===== src/rtl/bmf_pkg.sv =====
`default_nettype none

package bmf_pkg;

  localparam int NUM_QUEUES_DEF  = 4;
  localparam int QUEUE_DEPTH_DEF = 16;
  localparam int DATA_W          = 32;

  typedef logic [1:0] qnum_t;

  typedef enum logic {
    MODE_INSERT = 1'b0,
    MODE_DELETE = 1'b1
  } mode_t;

  typedef enum logic [1:0] {
    STATUS_DONE  = 2'd0,
    STATUS_FULL  = 2'd1,
    STATUS_EMPTY = 2'd2
  } status_t;

endpackage

`default_nettype wire


===== src/rtl/bmf_select.sv =====
`default_nettype none

module bmf_select #(
  parameter int NUM_QUEUES = bmf_pkg::NUM_QUEUES_DEF,
  parameter int CW         = 5
) (
  input  wire logic [CW-1:0]                 counts [NUM_QUEUES],
  output logic      [$clog2(NUM_QUEUES)-1:0] min_idx,
  output logic      [$clog2(NUM_QUEUES)-1:0] max_idx
);

  localparam int QW  = $clog2(NUM_QUEUES);
  localparam int POW = 2 ** QW;

  logic [CW-1:0] lo_cnt [2*POW];
  logic [QW-1:0] lo_id  [2*POW];
  logic [CW-1:0] hi_cnt [2*POW];
  logic [QW-1:0] hi_id  [2*POW];

  // balanced compare tree, ties keep the left (lower) index
  always_comb begin
    lo_cnt[0] = '0;
    lo_id[0]  = '0;
    hi_cnt[0] = '0;
    hi_id[0]  = '0;
    for (int i = 0; i < POW; i++) begin
      lo_id[POW+i] = QW'(i);
      hi_id[POW+i] = QW'(i);
      if (i < NUM_QUEUES) begin
        lo_cnt[POW+i] = counts[i];
        hi_cnt[POW+i] = counts[i];
      end else begin
        lo_cnt[POW+i] = '1;
        hi_cnt[POW+i] = '0;
      end
    end
    for (int n = POW - 1; n >= 1; n--) begin
      if (lo_cnt[2*n+1] < lo_cnt[2*n]) begin
        lo_cnt[n] = lo_cnt[2*n+1];
        lo_id[n]  = lo_id[2*n+1];
      end else begin
        lo_cnt[n] = lo_cnt[2*n];
        lo_id[n]  = lo_id[2*n];
      end
      if (hi_cnt[2*n+1] > hi_cnt[2*n]) begin
        hi_cnt[n] = hi_cnt[2*n+1];
        hi_id[n]  = hi_id[2*n+1];
      end else begin
        hi_cnt[n] = hi_cnt[2*n];
        hi_id[n]  = hi_id[2*n];
      end
    end
  end

  assign min_idx = lo_id[1];
  assign max_idx = hi_id[1];

endmodule

`default_nettype wire


===== src/rtl/bmf_store.sv =====
`default_nettype none

module bmf_store #(
  parameter int ENTRIES = bmf_pkg::NUM_QUEUES_DEF * bmf_pkg::QUEUE_DEPTH_DEF,
  parameter int AW      = $clog2(ENTRIES)
) (
  input  wire logic                      clk,
  input  wire logic                      we,
  input  wire logic                      re,
  input  wire logic [AW-1:0]             addr,
  input  wire logic [bmf_pkg::DATA_W-1:0] wdata,
  output logic      [bmf_pkg::DATA_W-1:0] rdata
);

  logic [bmf_pkg::DATA_W-1:0] mem [ENTRIES];

  always_ff @(posedge clk) begin
    if (we) begin
      mem[addr] <= wdata;
    end
    if (re) begin
      rdata <= mem[addr];
    end
  end

endmodule

`default_nettype wire


===== src/rtl/balanced_multi_fifo_core.sv =====
// NUM_QUEUES bounded FIFOs of signed 32-bit words, QUEUE_DEPTH deep each, in one shared
// single-port store. An insert item goes to the queue with the fewest entries and a delete
// item pops the head of the queue with the most entries, ties going to the lowest index;
// an insert with every queue full answers status 1, a delete with every queue empty answers
// status 2, and neither touches the queues. One item is taken every cycle while the output
// does not stall: the item sits in an input register while a compare tree over the fill
// counts picks the queue and the store is written or read, and its result then moves into
// the output register. Each item thus passes through the input and result registers; the
// store's registered read port loads at the same edge as the result register.
// The store needs no clearing after reset; the queues start empty.
`default_nettype none

module balanced_multi_fifo_core #(
  parameter int NUM_QUEUES  = bmf_pkg::NUM_QUEUES_DEF,
  parameter int QUEUE_DEPTH = bmf_pkg::QUEUE_DEPTH_DEF
) (
  input  wire logic                             clk,
  input  wire logic                             rst,
  input  wire logic                             in_valid,
  output logic                                  in_ready,
  input  wire logic                             mode,
  input  wire logic signed [bmf_pkg::DATA_W-1:0] value,
  output logic                                  out_valid,
  input  wire logic                             out_ready,
  output logic             [1:0]                status,
  output logic             [1:0]                queue_number,
  output logic signed      [bmf_pkg::DATA_W-1:0] data
);

  localparam int QW      = $clog2(NUM_QUEUES);
  localparam int PW      = $clog2(QUEUE_DEPTH);
  localparam int CW      = $clog2(QUEUE_DEPTH + 1);
  localparam int ENTRIES = NUM_QUEUES * QUEUE_DEPTH;
  localparam int AW      = $clog2(ENTRIES);

  logic [CW-1:0] counts [NUM_QUEUES];
  logic [PW-1:0] heads  [NUM_QUEUES];
  logic [PW-1:0] tails  [NUM_QUEUES];

  logic                       valid_a;
  bmf_pkg::mode_t             mode_a;
  logic [bmf_pkg::DATA_W-1:0] value_a;

  logic                       valid_b;
  bmf_pkg::status_t           status_b;
  bmf_pkg::qnum_t             qnum_b;
  logic [bmf_pkg::DATA_W-1:0] data_b;
  logic                       from_mem_b;

  logic [QW-1:0]              min_idx;
  logic [QW-1:0]              max_idx;
  logic [QW-1:0]              sel_q;
  logic [PW-1:0]              sel_ptr;
  logic [AW-1:0]              addr;
  logic [bmf_pkg::DATA_W-1:0] rdata;

  logic advance;
  logic is_del;
  logic all_full;
  logic all_empty;
  logic do_ins;
  logic do_del;

  bmf_select #(
    .NUM_QUEUES(NUM_QUEUES),
    .CW        (CW)
  ) u_select (
    .counts (counts),
    .min_idx(min_idx),
    .max_idx(max_idx)
  );

  always_comb begin
    is_del    = (mode_a == bmf_pkg::MODE_DELETE);
    all_full  = (counts[min_idx] == CW'(QUEUE_DEPTH));
    all_empty = (counts[max_idx] == '0);
    advance   = valid_a && (!valid_b || out_ready);
    do_ins    = advance && !is_del && !all_full;
    do_del    = advance && is_del && !all_empty;
    sel_q     = is_del ? max_idx : min_idx;
    sel_ptr   = is_del ? heads[max_idx] : tails[min_idx];
    addr      = AW'(AW'(sel_q) * AW'(QUEUE_DEPTH) + AW'(sel_ptr));
  end

  assign in_ready = !valid_a || advance;

  bmf_store #(
    .ENTRIES(ENTRIES),
    .AW     (AW)
  ) u_store (
    .clk  (clk),
    .we   (do_ins),
    .re   (do_del),
    .addr (addr),
    .wdata(value_a),
    .rdata(rdata)
  );

  // queue bookkeeping
  always_ff @(posedge clk) begin
    if (rst) begin
      for (int i = 0; i < NUM_QUEUES; i++) begin
        counts[i] <= '0;
        heads[i]  <= '0;
        tails[i]  <= '0;
      end
    end else if (do_ins) begin
      counts[min_idx] <= counts[min_idx] + CW'(1);
      tails[min_idx]  <= (tails[min_idx] == PW'(QUEUE_DEPTH - 1)) ? '0
                         : tails[min_idx] + PW'(1);
    end else if (do_del) begin
      counts[max_idx] <= counts[max_idx] - CW'(1);
      heads[max_idx]  <= (heads[max_idx] == PW'(QUEUE_DEPTH - 1)) ? '0
                         : heads[max_idx] + PW'(1);
    end
  end

  // input register
  always_ff @(posedge clk) begin
    if (rst) begin
      valid_a <= 1'b0;
    end else if (in_ready) begin
      valid_a <= in_valid;
    end
  end

  always_ff @(posedge clk) begin
    if (in_ready && in_valid) begin
      mode_a  <= bmf_pkg::mode_t'(mode);
      value_a <= value;
    end
  end

  // result register
  always_ff @(posedge clk) begin
    if (rst) begin
      valid_b <= 1'b0;
    end else if (advance) begin
      valid_b <= 1'b1;
    end else if (out_ready) begin
      valid_b <= 1'b0;
    end
  end

  always_ff @(posedge clk) begin
    if (advance) begin
      from_mem_b <= do_del;
      if (is_del && all_empty) begin
        status_b <= bmf_pkg::STATUS_EMPTY;
        qnum_b   <= '0;
        data_b   <= '0;
      end else if (!is_del && all_full) begin
        status_b <= bmf_pkg::STATUS_FULL;
        qnum_b   <= '0;
        data_b   <= '0;
      end else begin
        status_b <= bmf_pkg::STATUS_DONE;
        qnum_b   <= bmf_pkg::qnum_t'(sel_q);
        data_b   <= value_a;
      end
    end
  end

  assign out_valid    = valid_b;
  assign status       = status_b;
  assign queue_number = qnum_b;
  assign data         = from_mem_b ? rdata : data_b;

endmodule

`default_nettype wire


===== config.mk =====
export PLATFORM = sky130hd
export DESIGN_NAME = balanced_multi_fifo_core
export DESIGN_NICKNAME = d
export VERILOG_FILES = /design/src/rtl/bmf_pkg.sv /design/src/rtl/bmf_select.sv /design/src/rtl/bmf_store.sv /design/src/rtl/balanced_multi_fifo_core.sv
export SDC_FILE = /design/constraint.sdc
export NUM_CORES = 2
export LEC_CHECK = 0
export BUFFER_PORTS_ARGS = -buffer_cell sky130_fd_sc_hd__buf_2
export CAP_MARGIN = 40
export CORE_MARGIN = 2
export CORE_UTILIZATION = 47
export DETAILED_ROUTE_END_ITERATION = 8
export PLACE_DENSITY = 0.74
export SLEW_MARGIN = 40
export SYNTH_ARGS = -nofsm -noshare
export SYNTH_HDL_FRONTEND = slang
export SYNTH_SLANG_ARGS = --single-unit

===== constraint.sdc =====
create_clock -name clk -period 16.7 [get_ports clk]
set_clock_uncertainty 0.05 [all_clocks]
set_input_delay 0.835 -clock clk [delete_from_list [all_inputs] [get_ports clk]]
set_output_delay 0.835 -clock clk [all_outputs]
set_load 0.02 [all_outputs]

Word level (Yosys, flattened, before mapping)
Memories as Yosys holds them, arrays and structs flattened. A register that Yosys moved wholly into a read port is not among the register bits.
Index checks and enable logic that the tools add are counted.
{"block": "totals", "regBits": 92, "ramBits": 2080, "memories": 3}
{"memory": "u_store.mem", "words": 64, "word_bits": 32, "read_ports": 1, "rd_ports_with_merged_regs": 1, "write_ports": 1, "line": "bmf_store.sv:15", "rtl": "logic [bmf_pkg::DATA_W-1:0] mem [ENTRIES];"}
{"memory": "heads", "words": 4, "word_bits": 4, "read_ports": 1, "rd_ports_with_merged_regs": 0, "write_ports": 4, "line": "balanced_multi_fifo_core.sv:37", "rtl": "logic [PW-1:0] heads [NUM_QUEUES];"}
{"memory": "tails", "words": 4, "word_bits": 4, "read_ports": 1, "rd_ports_with_merged_regs": 0, "write_ports": 4, "line": "balanced_multi_fifo_core.sv:38", "rtl": "logic [PW-1:0] tails [NUM_QUEUES];"}
{"block": "op_classes", "add_sub_neg": 5, "n_lt_le_gt_ge": 10, "eq_ne": 3, "muxes": 48, "bitwise_logic": 2, "reduce_logical": 23}
{"operator": "$mux W5", "n": 10}
{"operator": "$bwmux W20", "n": 2}
{"operator": "$mux W20", "n": 2}
{"operator": "$mux W32", "n": 1}
{"operator": "$bmux W5 S2", "n": 2}
{"operator": "$demux W5 S2", "n": 2}
{"operator": "$mux W4", "n": 5}
{"operator": "$mux W1", "n": 19}
{"operator": "$gt A5 B5 Y1", "n": 3}
{"operator": "$lt A5 B5 Y1", "n": 3}
{"operator": "$logic_and A1 B1 Y1", "n": 10}
{"operator": "$mux W2", "n": 5}
{"operator": "$add A4 B1 Y4 const B", "n": 2}
{"operator": "$eq A4 B4 Y1 const B", "n": 2}
{"operator": "$reduce_or A4 Y1", "n": 2}
{"operator": "$add A6 B4 Y6", "n": 1}
{"operator": "$ge A3 B3 Y1 const B", "n": 2}
{"operator": "$lt A3 B1 Y1 const B", "n": 2}
{"operator": "$not A2 Y3", "n": 2}
{"operator": "$add A5 B1 Y5 const B", "n": 1}
{"operator": "$eq A5 B5 Y1 const B", "n": 1}
{"operator": "$logic_not A1 Y1", "n": 5}
{"operator": "$logic_not A5 Y1", "n": 1}
{"operator": "$sub A5 B1 Y5 const B", "n": 1}
{"operator": "3 further kinds", "n": 5}

Depth between registers and ports, before layout
{"block": "depth", "word_depth": 17, "mapped_depth": 26, "depth_no_buf": 21}

By module
A second synthesis with hierarchy kept.
{"block": "hier_totals", "cells_unflattened": 4787, "area_unflattened_um2": 85946.2}
{"mod": "bmf_store", "n_inst": 1, "cells_each": 4239, "area_per_inst_um2": 79248.5, "seq_area_each_um2": 62459.9}
{"mod": "balanced_multi_fifo_core", "n_inst": 1, "cells_each": 458, "area_per_inst_um2": 5972.0, "seq_area_each_um2": 3503.4}
{"mod": "bmf_select", "n_inst": 1, "cells_each": 90, "area_per_inst_um2": 725.7, "seq_area_each_um2": 0.0}

Worst setup path before layout
No wires, ideal clock.
{"block": "synth_timing", "kind": "register to register", "from": "reg counts[19] (netlist name)", "to": "mem u_store.mem[35][0] (netlist name), enable pin", "arrival_ns": 5.943, "t_required_ns": 16.229, "slack_ns": 10.286, "stages_incl_launch_ff": 23, "n_path_buf": 5, "cell_sequence": "dfxtp_1 -> inv_1 -> ha_1 -> a21oi_1 -> o221a_2 -> clkbuf_1 -> nor2_1 -> a21oi_1 -> ha_1 -> a21oi_1 -> o21a_1 -> clkbuf_1 -> nand2_2 -> a21oi_1 -> inv_1 -> ha_1 -> a21boi_0 -> a311oi_1 -> clkbuf_1 -> buf_2 -> buf_2 -> nand2_1 -> nor2_1"}
{"block": "synth_between", "elab_chain_len": 13}
{"element": "start, declared", "line": "balanced_multi_fifo_core.sv:36", "rtl": "logic [CW-1:0] counts [NUM_QUEUES];"}
{"element": "start signal, assigned by index", "line": "balanced_multi_fifo_core.sv:108", "rtl": "counts[min_idx] <= counts[min_idx] + CW'(1);"}
{"element": "start signal, assigned by index", "line": "balanced_multi_fifo_core.sv:112", "rtl": "counts[max_idx] <= counts[max_idx] - CW'(1);"}
{"element": "$lt A5 B5 Y1", "line": "bmf_select.sv:38", "rtl": "if (lo_cnt[2*n+1] < lo_cnt[2*n]) begin"}
{"element": "$mux W5", "line": "bmf_select.sv:38"}
{"element": "$lt A5 B5 Y1", "line": "bmf_select.sv:38"}
{"element": "$mux W2", "line": "bmf_select.sv:38"}
{"element": "$not A2 Y3 (not written as such)", "line": "balanced_multi_fifo_core.sv:75", "rtl": "all_full = (counts[min_idx] == CW'(QUEUE_DEPTH));"}
{"element": "$bmux W5 S2", "line": "balanced_multi_fifo_core.sv:75"}
{"element": "$mux W5 (not written as such) (2 in a row)", "line": "balanced_multi_fifo_core.sv:75"}
{"element": "$eq A5 B5 Y1", "line": "balanced_multi_fifo_core.sv:75"}
{"element": "$logic_not A1 Y1", "line": "balanced_multi_fifo_core.sv:78", "rtl": "do_ins = advance && !is_del && !all_full;"}
{"element": "$logic_and A1 B1 Y1", "line": "balanced_multi_fifo_core.sv:78"}
{"element": "$mux W1", "line": "bmf_store.sv:18", "rtl": "if (we) begin"}
{"element": "$mux W1 (not written as such)", "line": "bmf_store.sv:19", "rtl": "mem[addr] <= wdata;"}
{"element": "end, declared", "line": "bmf_store.sv:15"}
Several ways; a longest one is shown, not always the timed one. The select of a mux whose other input is x is not followed.

Final worst setup path
{"block": "layout_timing", "from": "reg counts[9] (netlist name)", "to": "reg u_store.rdata[10] (netlist name) (read register of u_store.mem), data pin"}
{"block": "layout_between", "elab_chain_len": 11}
{"element": "parallel branches: the longest is 11 deep, another holds $add A6 B4 Y6"}
{"element": "end, declared", "line": "bmf_store.sv:12", "rtl": "output logic [bmf_pkg::DATA_W-1:0] rdata"}
Parallel ways; which one is timed is not known. The select of a mux whose other input is x is not followed.
A chain may end at the register's enable or synchronous reset.

==> metrics.md <==
| Metric | Value |
|---|---|
| Status | complete, but fails checks |
| Failing checks | DRC |
| FMAX | 128 MHz |
| Ys Warns | 0 |
| Synth Flop Type | edfxtp_1 |
| Routed length per placed instance | 35.2 um |
| Filler instances | 13046 |
| Multi-input gate area | 0.0159 mm^2 |
| Most common cell in the netlist | edfxtp_1 |
| CTS tree | yes |
| Setup Fix Bufs, Post-CTS | 0 |
| Crit path launch type | flip-flop |
| WP data required | 17220 ps |
| Clock transition at path regs | 60 ps |
| Final setup TNS | 0 ps |
| Synth area leader | edfxtp_1 |
| Final Max Slew Viols | 0 |
| Die Y | 423 um |
| Final period util | 46.8% |
| Share of Yosys cell area claimed by the top area cell type | 79.3% |
| Via count | 49640 |
| Grt ovf | 0 |
| Largest net degree at the start of global routing | 112 |
| Critical path class | flip-flop to flip-flop |
| Post-Synthesis Cells | 4522 |
| Syn_nets | 4584 |
| CTS sink count | 2204 |
| Unique masters post-synth | 70 |
| Number of buffers created by CTS | 203 |
| Number of synthesized flops with an enable pin | 2182 |
| Hold crit path type | input pin to flip-flop |
| Initial antenna violation count | 4 |
| Core area | 0.174 mm^2 |
| Fin. Hold Viols | 0 |
| Avg Synthesized Cell Area | 18.3 um^2 |
| Post-synth top cells | edfxtp_1, a22oi_1, a31oi_1 |
| Critical-path maximum fanout | 75 |
| Flops & latches, synth | 2204 |
| Hold buffer count at cts | 0 |
| Remaining DRCs | 2 |
| Number of max-cap violations | 0 |
| Area grow syn2layout | 12.8% |
| Mapped Area | 0.0826 mm^2 |
| Dpl cell area | 0.0868 mm^2 |
| Share of layout cells above drive strength 1 | 16.3% |
| Unrepaired setup endpoints after global routing | false |
| CP endpoint kind | flip-flop |
| Routed wire length | 253 mm |
| Cts repair resizes | 0 |
| Drt first pass iters | 9 |
| Worst slew pin tran | 941 ps |
| Top cells by area, synth | edfxtp_1, a22oi_1, a222oi_1 |
| Min Tclk post-route | 7810 ps |
| Initial Utilization | 47.4% |
| # IOs | 75 |
| GPL Wtd Cong | 0.904 |
| Vias/cell | 6.92 |
| Arrival time of the worst setup path | 8330 ps |
| Slew headroom | 37.2% |
| H-tree depth | 4 |
| Final setup fails | 0 |
| Initial drt markers | 10357 |
| DP HPWL | 135 mm |
| CTS root buf | clkbuf_16 |
| Vias in the first global route | 47613 |
| Die Wd | 423 um |
| Wire length of the first global-routing pass | 353 mm |
| Insertion delay to the later sink of the worst-skew pair | 840 ps |
| ANT nets after route | 0 |
| Total GRT Usage | 27.5% |
| Port Buffer Count | 74 |
| Seq/Total Area, Yosys | 79.8% |
| Clock tree buffer depth | 3 |
| Ys async rst share | 0% |
| DIE AREA | 0.179 mm^2 |
| Rows | 153 |
| Sequential Area | 0.0660 mm^2 |
| Final #Nets | 4740 |
| Design area | 0.0932 mm^2 |
-- area by class of cell --
type	count	share of cell area (%)
multi-input cells	1987	17.1
clock inverters	125	1.18
inverters	37	0.149
well taps	2325	3.12
repair buffers	245	1.97
clock buffers	248	5.72
flip-flops and latches	2204	70.8
diodes	5	0.0134
-- stage by stage --
step,setup slack (ps),instances,utilization (%),hold WS (ps)
floorplan,10290,4522,-,428
global placement,8810,6792,49.7,441
detailed placement,8900,6798,49.8,448
CTS,8860,7171,53.5,82.5
global route,8570,7171,53.5,98.6
finish,8890,7176,53.5,121
-- cell usage in the layout (no fill, tap or decap), types with 8 or more instances in the layout --
cell type and count:
and3_2 11, buf_12 10, a222oi_1 172, a31oi_1 214, o2111ai_1 9, mux2_2 145, nor4_1 38, and3_1 44
clkinv_1 54, nand4_1 23, a221oi_1 14, edfxtp_1 2182, a211oi_1 10, buf_2 74, o21ai_0 12, ha_1 25
clkbuf_16 207, inv_1 37, a21oi_1 63, a22oi_1 522, buf_4 155, clkbuf_1 41, dfxtp_1 22, nand2_1 72
and2_1 8, mux2_1 28, nand3_1 31, mux2i_1 159, bufinv_16 16, nor2_4 44, clkinv_2 39, o22a_1 64
nor2_1 78, nor2b_4 13, nor3_1 21, a22o_1 45, a31o_2 11
-- worst max-delay path, stage by stage (launching register included) --
cell and delay (ps):
dfxtp_1 330, inv_1 80, ha_1 330, nand4_1 150
o221ai_2 690, mux2i_1 260, inv_1 80, ha_1 290
a21oi_1 190, o21ai_0 130, buf_4 190, a211oi_1 230
a22oi_1 120, a32o_1 330, o31ai_4 220, buf_4 310
buf_12 520, buf_4 810, nor2_4 320, buf_4 470
a22oi_1 280, a31oi_1 140, nor4_2 750, nand2_1 100
-- final timing paths --
check,from,to,slack [ps],cells after the start
setup / recovery,counts[9]$_SDFFE_PP0P_,u_store.rdata[10]$_DFFE_PP_,8890,23
hold / removal,value[25],value_a[25]$_DFFE_PP_,120,1
setup reg to reg,counts[9]$_SDFFE_PP0P_,u_store.rdata[10]$_DFFE_PP_,8890,23
hold reg to reg,counts[8]$_SDFFE_PP0P_,counts[8]$_SDFFE_PP0P_,450,2
-- per-layer routing --
metal	global-route usage (%)	vias up	share of wire, %	routed length [um]
li1	-	19342	-	-
met1	36.5	24702	34	86500
met2	41.6	4799	45	113000
met3	8.84	793	16	40600
met4	12.1	4	5.1	12800
met5	0	-	0.0099	25
-- state kept, by name, summed over array words and instances (netlist names), 2 cells and up --
name / count
u_store.rdata: 32
data_b: 32
heads: 16
counts: 20
value_a: 32
queue_number: 2
status: 2
u_store.mem: 2048
tails: 16
-- cell families after synthesis --
family / after synthesis / share of synthesized area, %
compound gates: 1192 / 11.2
fa+ha+maj: 25 / 0.378
mux: 332 / 4.28
xor+xnor: 12 / 0.127
simple gates: 426 / 2.58
buf+inv: 331 / 1.66
flops: 2204 / 79.8
Power is not shown: default switching activity piles up to over one toggle a cycle in this logic, so the estimate is an artifact.
